**src/sv/lpq_pkg.sv**
```systemverilog
package lpq_pkg;

	localparam int DEPTH    = 16;
	localparam int KEY_BITS = 8;
	localparam int LEN_W    = 8;
	localparam int TAG_W    = 64;
	localparam int TOTAL_W  = 5;
	localparam int CNT_W    = $clog2(DEPTH + 1);

	localparam logic FUNC_PUSH = 1'b0;
	localparam logic FUNC_POP  = 1'b1;

	typedef logic [KEY_BITS-1:0] key_t;
	typedef logic [CNT_W-1:0]    cnt_t;

	typedef struct packed {
		key_t             key;
		logic [TAG_W-1:0] tag;
	} entry_t;

	// Command broadcast to every cell of the chain.
	typedef struct packed {
		logic   push;
		logic   pop;
		entry_t item;
	} cell_cmd_t;

	typedef struct packed {
		logic [LEN_W-1:0]   popped_length;
		logic [TAG_W-1:0]   popped_tag;
		logic               pop_valid;
		logic               empty_error;
		logic               full_error;
		logic [TOTAL_W-1:0] entry_total;
	} result_t;

	function automatic key_t len_to_key(input logic [LEN_W-1:0] len);
		logic [KEY_BITS+LEN_W-1:0] wide;
		wide = {{KEY_BITS{1'b0}}, len};
		return wide[KEY_BITS-1:0];
	endfunction

	function automatic logic [LEN_W-1:0] key_to_len(input key_t key);
		logic [KEY_BITS+LEN_W-1:0] wide;
		wide = {{LEN_W{1'b0}}, key};
		return wide[LEN_W-1:0];
	endfunction

endpackage

```
**src/sv/lpq_req_if.sv**
```systemverilog
interface lpq_req_if;
	import lpq_pkg::*;

	logic             valid;
	logic             ready;
	logic             func;
	logic [LEN_W-1:0] word_length;
	logic [TAG_W-1:0] word_tag;

	modport source (output valid, output func, output word_length, output word_tag,
		input ready);
	modport sink (input valid, input func, input word_length, input word_tag,
		output ready);

endinterface

```
**src/sv/lpq_rsp_if.sv**
```systemverilog
interface lpq_rsp_if;
	import lpq_pkg::*;

	logic               valid;
	logic               ready;
	logic [LEN_W-1:0]   popped_length;
	logic [TAG_W-1:0]   popped_tag;
	logic               pop_valid;
	logic               empty_error;
	logic               full_error;
	logic [TOTAL_W-1:0] entry_total;

	modport source (output valid, output popped_length, output popped_tag,
		output pop_valid, output empty_error, output full_error, output entry_total,
		input ready);
	modport sink (input valid, input popped_length, input popped_tag,
		input pop_valid, input empty_error, input full_error, input entry_total,
		output ready);

endinterface

```
**src/sv/lpq_cell.sv**
```systemverilog
module lpq_cell (
	input  logic               clk,
	input  lpq_pkg::cell_cmd_t cmd,
	input  logic               occ,
	input  logic               prev_occ,
	input  logic               prev_disp,
	input  lpq_pkg::entry_t    prev_entry,
	input  lpq_pkg::entry_t    next_entry,
	output logic               disp,
	output lpq_pkg::entry_t    entry
);
	import lpq_pkg::*;

	entry_t entry_q;
	logic   take_new;

	// A held entry with a strictly larger key moves one place back on a push,
	// so equal keys stay in arrival order.
	assign disp     = occ && (entry_q.key > cmd.item.key);
	assign take_new = disp || (!occ && prev_occ);
	assign entry    = entry_q;

	// A cell that is neither shifted nor written keeps its entry.
	always_ff @(posedge clk) begin
		priority if (cmd.pop) begin
			entry_q <= next_entry;
		end else if (cmd.push) begin
			priority if (prev_disp) begin
				entry_q <= prev_entry;
			end else if (take_new) begin
				entry_q <= cmd.item;
			end else begin
				entry_q <= entry_q;
			end
		end else begin
			entry_q <= entry_q;
		end
	end

endmodule

```
**src/sv/length_priority_queue_top.sv**
```systemverilog
// A result word is registered in the output buffer when its request word is accepted.
// One request word is accepted per cycle while the skid register is empty; every cell
// of the sorted chain compares and shifts in parallel for both push and pop.
// A two-word output buffer lets requests keep flowing while one result waits.
// Reset (arst_n, asynchronous, active low) empties the queue and the output buffer;
// the cell contents are not reset and cells beyond the entry count never reach the result.
module length_priority_queue_top (
	input  logic      clk,
	input  logic      arst_n,
	lpq_req_if.sink   req,
	lpq_rsp_if.source rsp
);
	import lpq_pkg::*;

	// Number of entries held; cells below this index are occupied, in sorted order
	// with the front (smallest key, oldest among equals) in cell zero.
	cnt_t count_q;
	cnt_t count_next;

	logic      accept;
	logic      is_full;
	logic      is_empty;
	cell_cmd_t cmd;
	result_t   res;

	logic   [DEPTH-1:0] occ;
	logic   [DEPTH-1:0] disp;
	entry_t             entries [DEPTH];

	// Output buffer: a main register and a skid register behind it.
	result_t out_q;
	result_t skid_q;
	logic    out_valid_q;
	logic    skid_valid_q;
	logic    drain;

	assign req.ready = !skid_valid_q;
	assign accept    = req.valid && req.ready;
	assign is_full   = (count_q == cnt_t'(DEPTH));
	assign is_empty  = (count_q == '0);

	// The command only reaches the cells when it really changes the queue:
	// a push into a full store and a pop of an empty one leave the cells alone.
	always_comb begin
		cmd.push     = accept && (req.func == FUNC_PUSH) && !is_full;
		cmd.pop      = accept && (req.func == FUNC_POP) && !is_empty;
		cmd.item.key = len_to_key(req.word_length);
		cmd.item.tag = req.word_tag;
	end

	always_comb begin
		count_next = count_q;
		if (cmd.push) begin
			count_next = count_q + cnt_t'(1);
		end else if (cmd.pop) begin
			count_next = count_q - cnt_t'(1);
		end
	end

	always_ff @(posedge clk or negedge arst_n) begin
		if (!arst_n) begin
			count_q <= '0;
		end else begin
			count_q <= count_next;
		end
	end

	// The chain of cells. Each cell looks at its neighbor on either side: on a
	// push it takes the entry of the cell in front when that one is displaced,
	// on a pop it takes the entry of the cell behind it.
	for (genvar i = 0; i < DEPTH; i++) begin : g_cell
		assign occ[i] = (cnt_t'(i) < count_q);

		lpq_cell u_cell (
			.clk        (clk),
			.cmd        (cmd),
			.occ        (occ[i]),
			.prev_occ   ((i == 0) ? 1'b1 : occ[(i == 0) ? 0 : i - 1]),
			.prev_disp  ((i == 0) ? 1'b0 : disp[(i == 0) ? 0 : i - 1]),
			.prev_entry (entries[(i == 0) ? 0 : i - 1]),
			.next_entry (entries[(i == DEPTH - 1) ? i : i + 1]),
			.disp       (disp[i]),
			.entry      (entries[i])
		);
	end

	// Result of the accepted request, formed from the front cell and the count.
	always_comb begin
		res.popped_length = '0;
		res.popped_tag    = '0;
		res.pop_valid     = 1'b0;
		res.empty_error   = 1'b0;
		res.full_error    = 1'b0;
		res.entry_total   = count_next[TOTAL_W-1:0];
		if (req.func == FUNC_POP) begin
			if (is_empty) begin
				res.empty_error = 1'b1;
			end else begin
				res.popped_length = key_to_len(entries[0].key);
				res.popped_tag    = entries[0].tag;
				res.pop_valid     = 1'b1;
			end
		end else begin
			res.full_error = is_full;
		end
	end

	assign drain = out_valid_q && rsp.ready;

	always_ff @(posedge clk or negedge arst_n) begin
		if (!arst_n) begin
			out_valid_q  <= 1'b0;
			skid_valid_q <= 1'b0;
		end else begin
			if (drain) begin
				if (skid_valid_q) begin
					skid_valid_q <= 1'b0;
				end else begin
					out_valid_q <= accept;
				end
			end else if (accept) begin
				if (!out_valid_q) begin
					out_valid_q <= 1'b1;
				end else begin
					skid_valid_q <= 1'b1;
				end
			end
		end
	end

	// Payload of the output buffer carries no reset.
	always_ff @(posedge clk) begin
		if (drain) begin
			out_q <= skid_valid_q ? skid_q : res;
		end else if (accept) begin
			if (!out_valid_q) begin
				out_q <= res;
			end else begin
				skid_q <= res;
			end
		end
	end

	assign rsp.valid         = out_valid_q;
	assign rsp.popped_length = out_q.popped_length;
	assign rsp.popped_tag    = out_q.popped_tag;
	assign rsp.pop_valid     = out_q.pop_valid;
	assign rsp.empty_error   = out_q.empty_error;
	assign rsp.full_error    = out_q.full_error;
	assign rsp.entry_total   = out_q.entry_total;

endmodule
```
**src/flat_wrapper.sv**
```systemverilog
// flat-port wrapper written by rule: the top's interface ports become plain ports
module length_priority_queue_top_flat import lpq_pkg::*;
  (clk, arst_n, req_valid, req_func, req_word_length, req_word_tag, req_ready, rsp_valid, rsp_popped_length, rsp_popped_tag, rsp_pop_valid, rsp_empty_error, rsp_full_error, rsp_entry_total, rsp_ready);
  lpq_req_if req_i ();
  lpq_rsp_if rsp_i ();
  input  logic clk;
  input  logic arst_n;
  input wire logic [$bits(req_i.valid)-1:0] req_valid;
  input wire logic [$bits(req_i.func)-1:0] req_func;
  input wire logic [$bits(req_i.word_length)-1:0] req_word_length;
  input wire logic [$bits(req_i.word_tag)-1:0] req_word_tag;
  output wire logic [$bits(req_i.ready)-1:0] req_ready;
  output wire logic [$bits(rsp_i.valid)-1:0] rsp_valid;
  output wire logic [$bits(rsp_i.popped_length)-1:0] rsp_popped_length;
  output wire logic [$bits(rsp_i.popped_tag)-1:0] rsp_popped_tag;
  output wire logic [$bits(rsp_i.pop_valid)-1:0] rsp_pop_valid;
  output wire logic [$bits(rsp_i.empty_error)-1:0] rsp_empty_error;
  output wire logic [$bits(rsp_i.full_error)-1:0] rsp_full_error;
  output wire logic [$bits(rsp_i.entry_total)-1:0] rsp_entry_total;
  input wire logic [$bits(rsp_i.ready)-1:0] rsp_ready;
  assign req_i.valid = req_valid;
  assign req_i.func = req_func;
  assign req_i.word_length = req_word_length;
  assign req_i.word_tag = req_word_tag;
  assign req_ready = req_i.ready;
  assign rsp_valid = rsp_i.valid;
  assign rsp_popped_length = rsp_i.popped_length;
  assign rsp_popped_tag = rsp_i.popped_tag;
  assign rsp_pop_valid = rsp_i.pop_valid;
  assign rsp_empty_error = rsp_i.empty_error;
  assign rsp_full_error = rsp_i.full_error;
  assign rsp_entry_total = rsp_i.entry_total;
  assign rsp_i.ready = rsp_ready;
  length_priority_queue_top u_core (.clk(clk), .arst_n(arst_n), .req(req_i), .rsp(rsp_i));
endmodule
```
**config.mk**
```make
export PLATFORM = sky130hd
export DESIGN_NAME = length_priority_queue_top_flat
export DESIGN_NICKNAME = d
export VERILOG_FILES = /design/src/sv/lpq_pkg.sv /design/src/sv/lpq_req_if.sv /design/src/sv/lpq_rsp_if.sv /design/src/sv/lpq_cell.sv /design/src/sv/length_priority_queue_top.sv /design/src/flat_wrapper.sv
export SDC_FILE = /design/constraint.sdc
export NUM_CORES = 2
export LEC_CHECK = 0
export BUFFER_PORTS_ARGS = -buffer_cell sky130_fd_sc_hd__buf_2
export CAP_MARGIN = 25
export CORE_MARGIN = 10
export CORE_UTILIZATION = 54
export CTS_CLUSTER_SIZE = 14
export DETAILED_ROUTE_END_ITERATION = 10
export HOLD_SLACK_MARGIN = 0.15
export PLACE_DENSITY = 0.73
export SYNTH_ARGS = -nofsm -noshare
export SYNTH_HDL_FRONTEND = slang
export SYNTH_SLANG_ARGS = --single-unit
```
**constraint.sdc**
```tcl
create_clock -name clk -period 7 [get_ports clk]
set_input_delay 1.4 -clock clk [delete_from_list [all_inputs] [get_ports clk]]
set_output_delay 1.4 -clock clk [all_outputs]
set_load 0.01 [all_outputs]
```
* Yosys cells after proc, flatten, opt, wreduce, memory -nomap -nowiden *
Index checks and enable logic that the tools add are counted.

cells by class
  $add $sub $neg = 2
  magnitude comparators = 32
  equal/unequal tests = 3
  multiplexer cells = 77
  bitwise operators = 3
  reductions and logical operators = 112

operators with widths
  cell                 number
  $mux 72              61
  $mux 80              4
  $gt 8x8->1           16
  $mux 74              1
  $mux 73              1
  $reduce_bool 3->1    14
  $lt 4x5->1 const A   8
  $logic_and 1x1->1    37
  $reduce_and 2->1     18
  $lt 3x5->1 const A   4
  $logic_not 1->1      19
  $logic_or 1x1->1     16
  $lt 1x5->1 const A   2
  $lt 2x5->1 const A   2
  $mux 5               2
  $reduce_bool 2->1    5
  $mux 1               8
  $reduce_and 3->1     2
  $add 5x1->5 const B  1
  $eq 5x5->1 const B   1
  $logic_not 5->1      1
  $sub 5x1->5 const B  1
  $ne 2x2->1 const B   2
  $not 1->1            3

word-level totals
  bits in registers = 1319
  input bits = 77
  output and inout bits = 82

* Logic depth before layout (Yosys ltp) *
  depth in word-level cells = 9
  depth in mapped cells = 11
  mapped depth without buffers = 8

* Cells and area by module *
Synthesis repeated with hierarchy kept, for this count alone.

unflattened totals
  cells, all modules = 5953
  area total of the unflattened synthesis = 70302.4 um2

modules (own cells, without submodules)
  module                                   times used  cells each  area an instance (um2)  sequential area each (um2)
  lpq_cell (u_core.g_cell[12].u_cell ...)  13          345         3935.0                  2162.1
  lpq_cell (u_core.g_cell[0].u_cell ...)   3           345         3992.6                  2162.1
  length_priority_queue_top                1           433         7169.4                  4979.8

* Least setup slack after synthesis *
OpenSTA, ideal clock, no wires.

  path kind = input to register
  start = input req_valid
  end = register u_core.out_q (netlist bit u_core.rsp.empty_error) (enable)
  setup time = 629 ps
  data arrival time = 7146 ps
  data required time = 6371 ps
  setup slack = -775 ps
  stages = 2
  buffers on the path = 0
  cell sequence = nand2b_1 > o21ai_0

between the ends
  cells in the longest elaborated chain, start to end = 3

ends and longest elaborated chain
  item                                line                              RTL
  from (decl)                         flat_wrapper.sv:8                 input wire logic [$bits(req_i.valid)-1:0] req_valid;
  $logic_and 1x1->1                   length_priority_queue_top.sv:38   assign accept = req.valid && req.ready;
  $reduce_bool 2->1 (no source line)  n/a
  $reduce_and 2->1 (no source line)   n/a
  to (signal assigned)                length_priority_queue_top.sv:134  out_q <= skid_valid_q ? skid_q : res;
  to (signal assigned)                length_priority_queue_top.sv:137  out_q <= res;
  to (decl)                           length_priority_queue_top.sv:31   result_t out_q;

Every way passes these cells.
A chain may end at the register's enable or synchronous reset.

* Final worst setup path *
  start = input req_word_length[1]
  end = register u_core.g_cell[14].u_cell.entry_q (netlist bit u_core.g_cell[14].u_cell.entry[46]) (enable)

between the ends
  cells in the longest elaborated chain, start to end = 5
  elaborated cells between the ends (all ways) = 7
  classes of those cells = order compare (2); reduce/logical (5)

ends and longest elaborated chain
  item                                  line                RTL
  from (decl)                           flat_wrapper.sv:10  input wire logic [$bits(req_i.word_length)-1:0] req_word_length;
  $gt 8x8->1                            lpq_cell.sv:19      assign disp = occ && (entry_q.key > cmd.item.key);
  $logic_and 1x1->1                     lpq_cell.sv:19
  $logic_or 1x1->1                      lpq_cell.sv:20      assign take_new = disp || (!occ && prev_occ);
  $reduce_bool 3->1 (no source line) *  n/a
  $reduce_and 2->1 (no source line) *   n/a
  to (signal assigned)                  lpq_cell.sv:26      entry_q <= next_entry;
  to (signal assigned)                  lpq_cell.sv:29      entry_q <= prev_entry;
  to (signal assigned)                  lpq_cell.sv:31      entry_q <= cmd.item;
  to (decl)                             lpq_cell.sv:14      entry_t entry_q;

Mark *: on every way between the ends. The rest lies on a longest branch, timed or not.

==> reports/metrics.yaml <==
status:
  outcome: "finished, final reports clean"
synthesis:
  seq_area_frac_synth_pct: 59.0
  postSynth.asyncResetShare_pct: 0.531
  synthesis.area_per_instance_sq_um: 11.8
  synth_ff_type: "edfxtp_1"
  synthDistinctLibCells: 41
  ys_seq_elements: 1319
  most_frequently_used_cell_type_in_the_post_synthesis_netlist: "edfxtp_1"
  netlist_top_cells_count: "edfxtp_1 (1312), nand2_1 (1232), mux2i_1 (1008), o21ai_0 (801), o21ai_1 (243)"
  synth-edff-count: 1312
  synth_largest_area_cell: "edfxtp_1"
  synth.net_count: 5885
  ys_top_cells_by_area: "edfxtp_1 (59%), mux2i_1 (15%), nand2_1 (6.9%)"
  synth-warning-count: 0
  synth.cell_area_sq_um: 67100
  netlist_instances: 5676
  synth_top_area_share_pct: 58.7
drt:
  detail-route-antenna-nets: 0
  remaining_drc_errors: 0
  firstDrtPassIters: 6
  drt_first_iter_violations: 4510
  route.detailed.vias_per_inst: 6.04
  routed-via-count: 44400
  routed_wire_length_per_instance_microns: 23.0
  routed_wirelength_microns: 169000
layout:
  post_route_cells_drive_above_1_share_pct: 10.7
  final_net_count: 5812
  areaGrowthSynthToFinish_pct: 9.75
clocking:
  cts_sinks: 1319
  max-clock-path-buffers: 3
  postCtsHoldBufs: 0
  cts_tree: "built"
  cts.htree.levels: 4
  cts.clk_slew.worst_paths_ps: 60
  cts.repair.resized: 0
  clock-root-buffer: "clkbuf_16"
  number_of_buffers_inserted_during_clock_tree_synthesis: 142
  post-cts-setup-buffers: 0
  clk-insertion-delay-late_ps: 790
die:
  start_util_pct: 54.3
  dieArea_sq_um: 139000
  floorplan.die.height_microns: 373
  row_count: 129
  pin_count: 159
  dieWidth_microns: 373
  fp.coreArea_sq_um: 124000
pwr:
  power.total_mw: 30.4
  max-vdd-ir-drop_v: 0.000446
  power.density_nw_per_um2: 413
  p_leak_nw: 29.0
worst_setup_path:
  crit_path_start: "req_word_length[1]"
  reg2reg_from: "u_core.count_q[2]"
  critPathMaxFanout: 72
  timing_worst_setup_path_type: "in -> reg"
  setup.worst_path.end_class: "flop"
  crit_arrival_ps: 5000
  critical_path_launch_point_type: "input port"
  required_ps: 7470
  r2r_setup_slk_ps: 2860
grt:
  grt_pass1_wl_microns: 261000
  groute.usage.overall_pct: 23.9
  grt_pass1_vias: 42700
  overflow: 0
  maximum_number_of_pins_on_one_net_before_global_route_repair: 312
  number_of_antenna_violations_at_the_first_check_in_global_routing: 16
sta:
  finalHoldViolations: 0
  timing.setup.tns_ps: 0
  fin_crit_sh_pct: 64.7
  skew_ps: 30.7
  final_period_minus_worst_setup_slack_ps: 4530
  timing.final.max_slew_violations: 0
  post-route-worst-setup-slack_ps: 2470
  final-setup-viol-count: 0
  max_slew.worst_pin.slew_ps: 1130
  rsz0062_at_grt: "false"
  max_freq_ghz: 0.221
  slew-limit-headroom_pct: 24.7
job:
  drv.max_cap_violation_count: 0
placed_design:
  dp_worst_setup_slack_ps: 1700
  gp_congestion: 0.876
  place_hpwl_microns: 100000
  place.port_buffers: 158
min_path:
  min-delay-path-class: "in -> async"
==> cells in the final DEF, fill, tap and decap left out, types with 8 or more instances in the layout <==
master	count
o211ai_1	17
buf_4	55
nand4_1	32
ha_1	132
bufinv_16	8
a41oi_4	12
nand3_1	8
nor2_1	38
clkbuf_1	35
mux2_2	151
buf_2	158
and2_1	74
buf_12	24
edfxtp_1	1312
clkinv_2	8
inv_1	29
mux2i_1	1008
o31ai_4	11
clkinv_1	37
clkbuf_16	144
nand2_1	1231
nor2b_1	17
o21ai_1	239
o21ai_0	800
a211oi_1	13
a21oi_1	52
==> critical path: stages <==
cell and delay [ps]:
buf_2 200, inv_1 630, ha_1 370, nor2b_1 140, o211ai_1 150, a21oi_1 130
o31ai_4 830, buf_4 570, a41oi_4 200, buf_12 300
==> cell type report <==
class | instances | area, sq um
fill | 9970 | 50000
clock inverter | 69 | 703
sequential | 1319 | 39600
antenna | 4 | 10.0
inverter | 29 | 109
tap | 1637 | 2050
timing repair buffer | 241 | 1790
clock buffer | 180 | 3750
multi-input combinational | 3870 | 25700
==> worst paths after layout <==
check                                                     end  cells after the start
max reg2reg                 u_core.g_cell[2].u_cell.entry[17]                      6
min in group clk           u_core.g_cell[14].u_cell.entry[28]                      2
min                                          u_core.rsp.valid                      1
min reg2reg                u_core.g_cell[14].u_cell.entry[28]                      2
max in group asynchronous                   u_core.count_q[4]                      1
max                        u_core.g_cell[14].u_cell.entry[46]                     10
==> routing by layer <==
metal / up-vias / GRT usage (%) / wire length (microns)
li1: 20600 / - / -
met1: 21900 / 34.5 / 74800
met2: 1584 / 37.0 / 77100
met3: 289 / 4.22 / 12600
met4: 2 / 7.05 / 4370
met5: - / 0 / 7
==> cell families (layout without fill, tap and decap cells) <==
family,Yosys count,after routing,synth area share (%)
and+or+nand+nor,1413,1413,8.44
DFF,1319,1319,59.0
AOI/OAI and AO/OA,1162,1162,8.94
muxes,1159,1159,17.6
buffers and inverters,487,519,3.57
adders and majority gates,132,132,2.46
xor gates and xnor gates,4,4,0.0522
other,0,4,0
==> stage by stage <==
stage          cells  area [sq um]  hold WS [ps]  util, %
2_1_floorplan   5676         67200           496        -
3_5_place_dp    7094         69100           510     55.9
4_1_cts         7343         73600           458     59.5
5_1_grt         7346         73600           486     59.6
6_report        7349         73600           506     59.6
3_3_place_gp    7090         69000           502     55.8
==> where the power goes <==
| part | total, mW | leakage, nW | internal [mW] | switching, mW |
|---|---|---|---|---|
| Combinational | 9.87 | 14.6 | 3.56 | 6.32 |
| Clock | 7.36 | 2.15 | 4.12 | 3.24 |
| Sequential | 13.2 | 12.2 | 12.0 | 1.13 |
==> flip-flops by register name, indices dropped and copies added, names as in the netlist <==
signal	count
u_core.rsp.full_error	1
u_core.rsp.entry_total	5
u_core.skid_q	80
u_core.rsp.empty_error	1
u_core.skid_valid_q	1
u_core.g_cell.u_cell.entry	1152
u_core.rsp.valid	1
u_core.count_q	5
u_core.rsp.pop_valid	1
u_core.rsp.popped_length	8
u_core.rsp.popped_tag	64
Note: power is estimated with default switching activity, not from simulation.
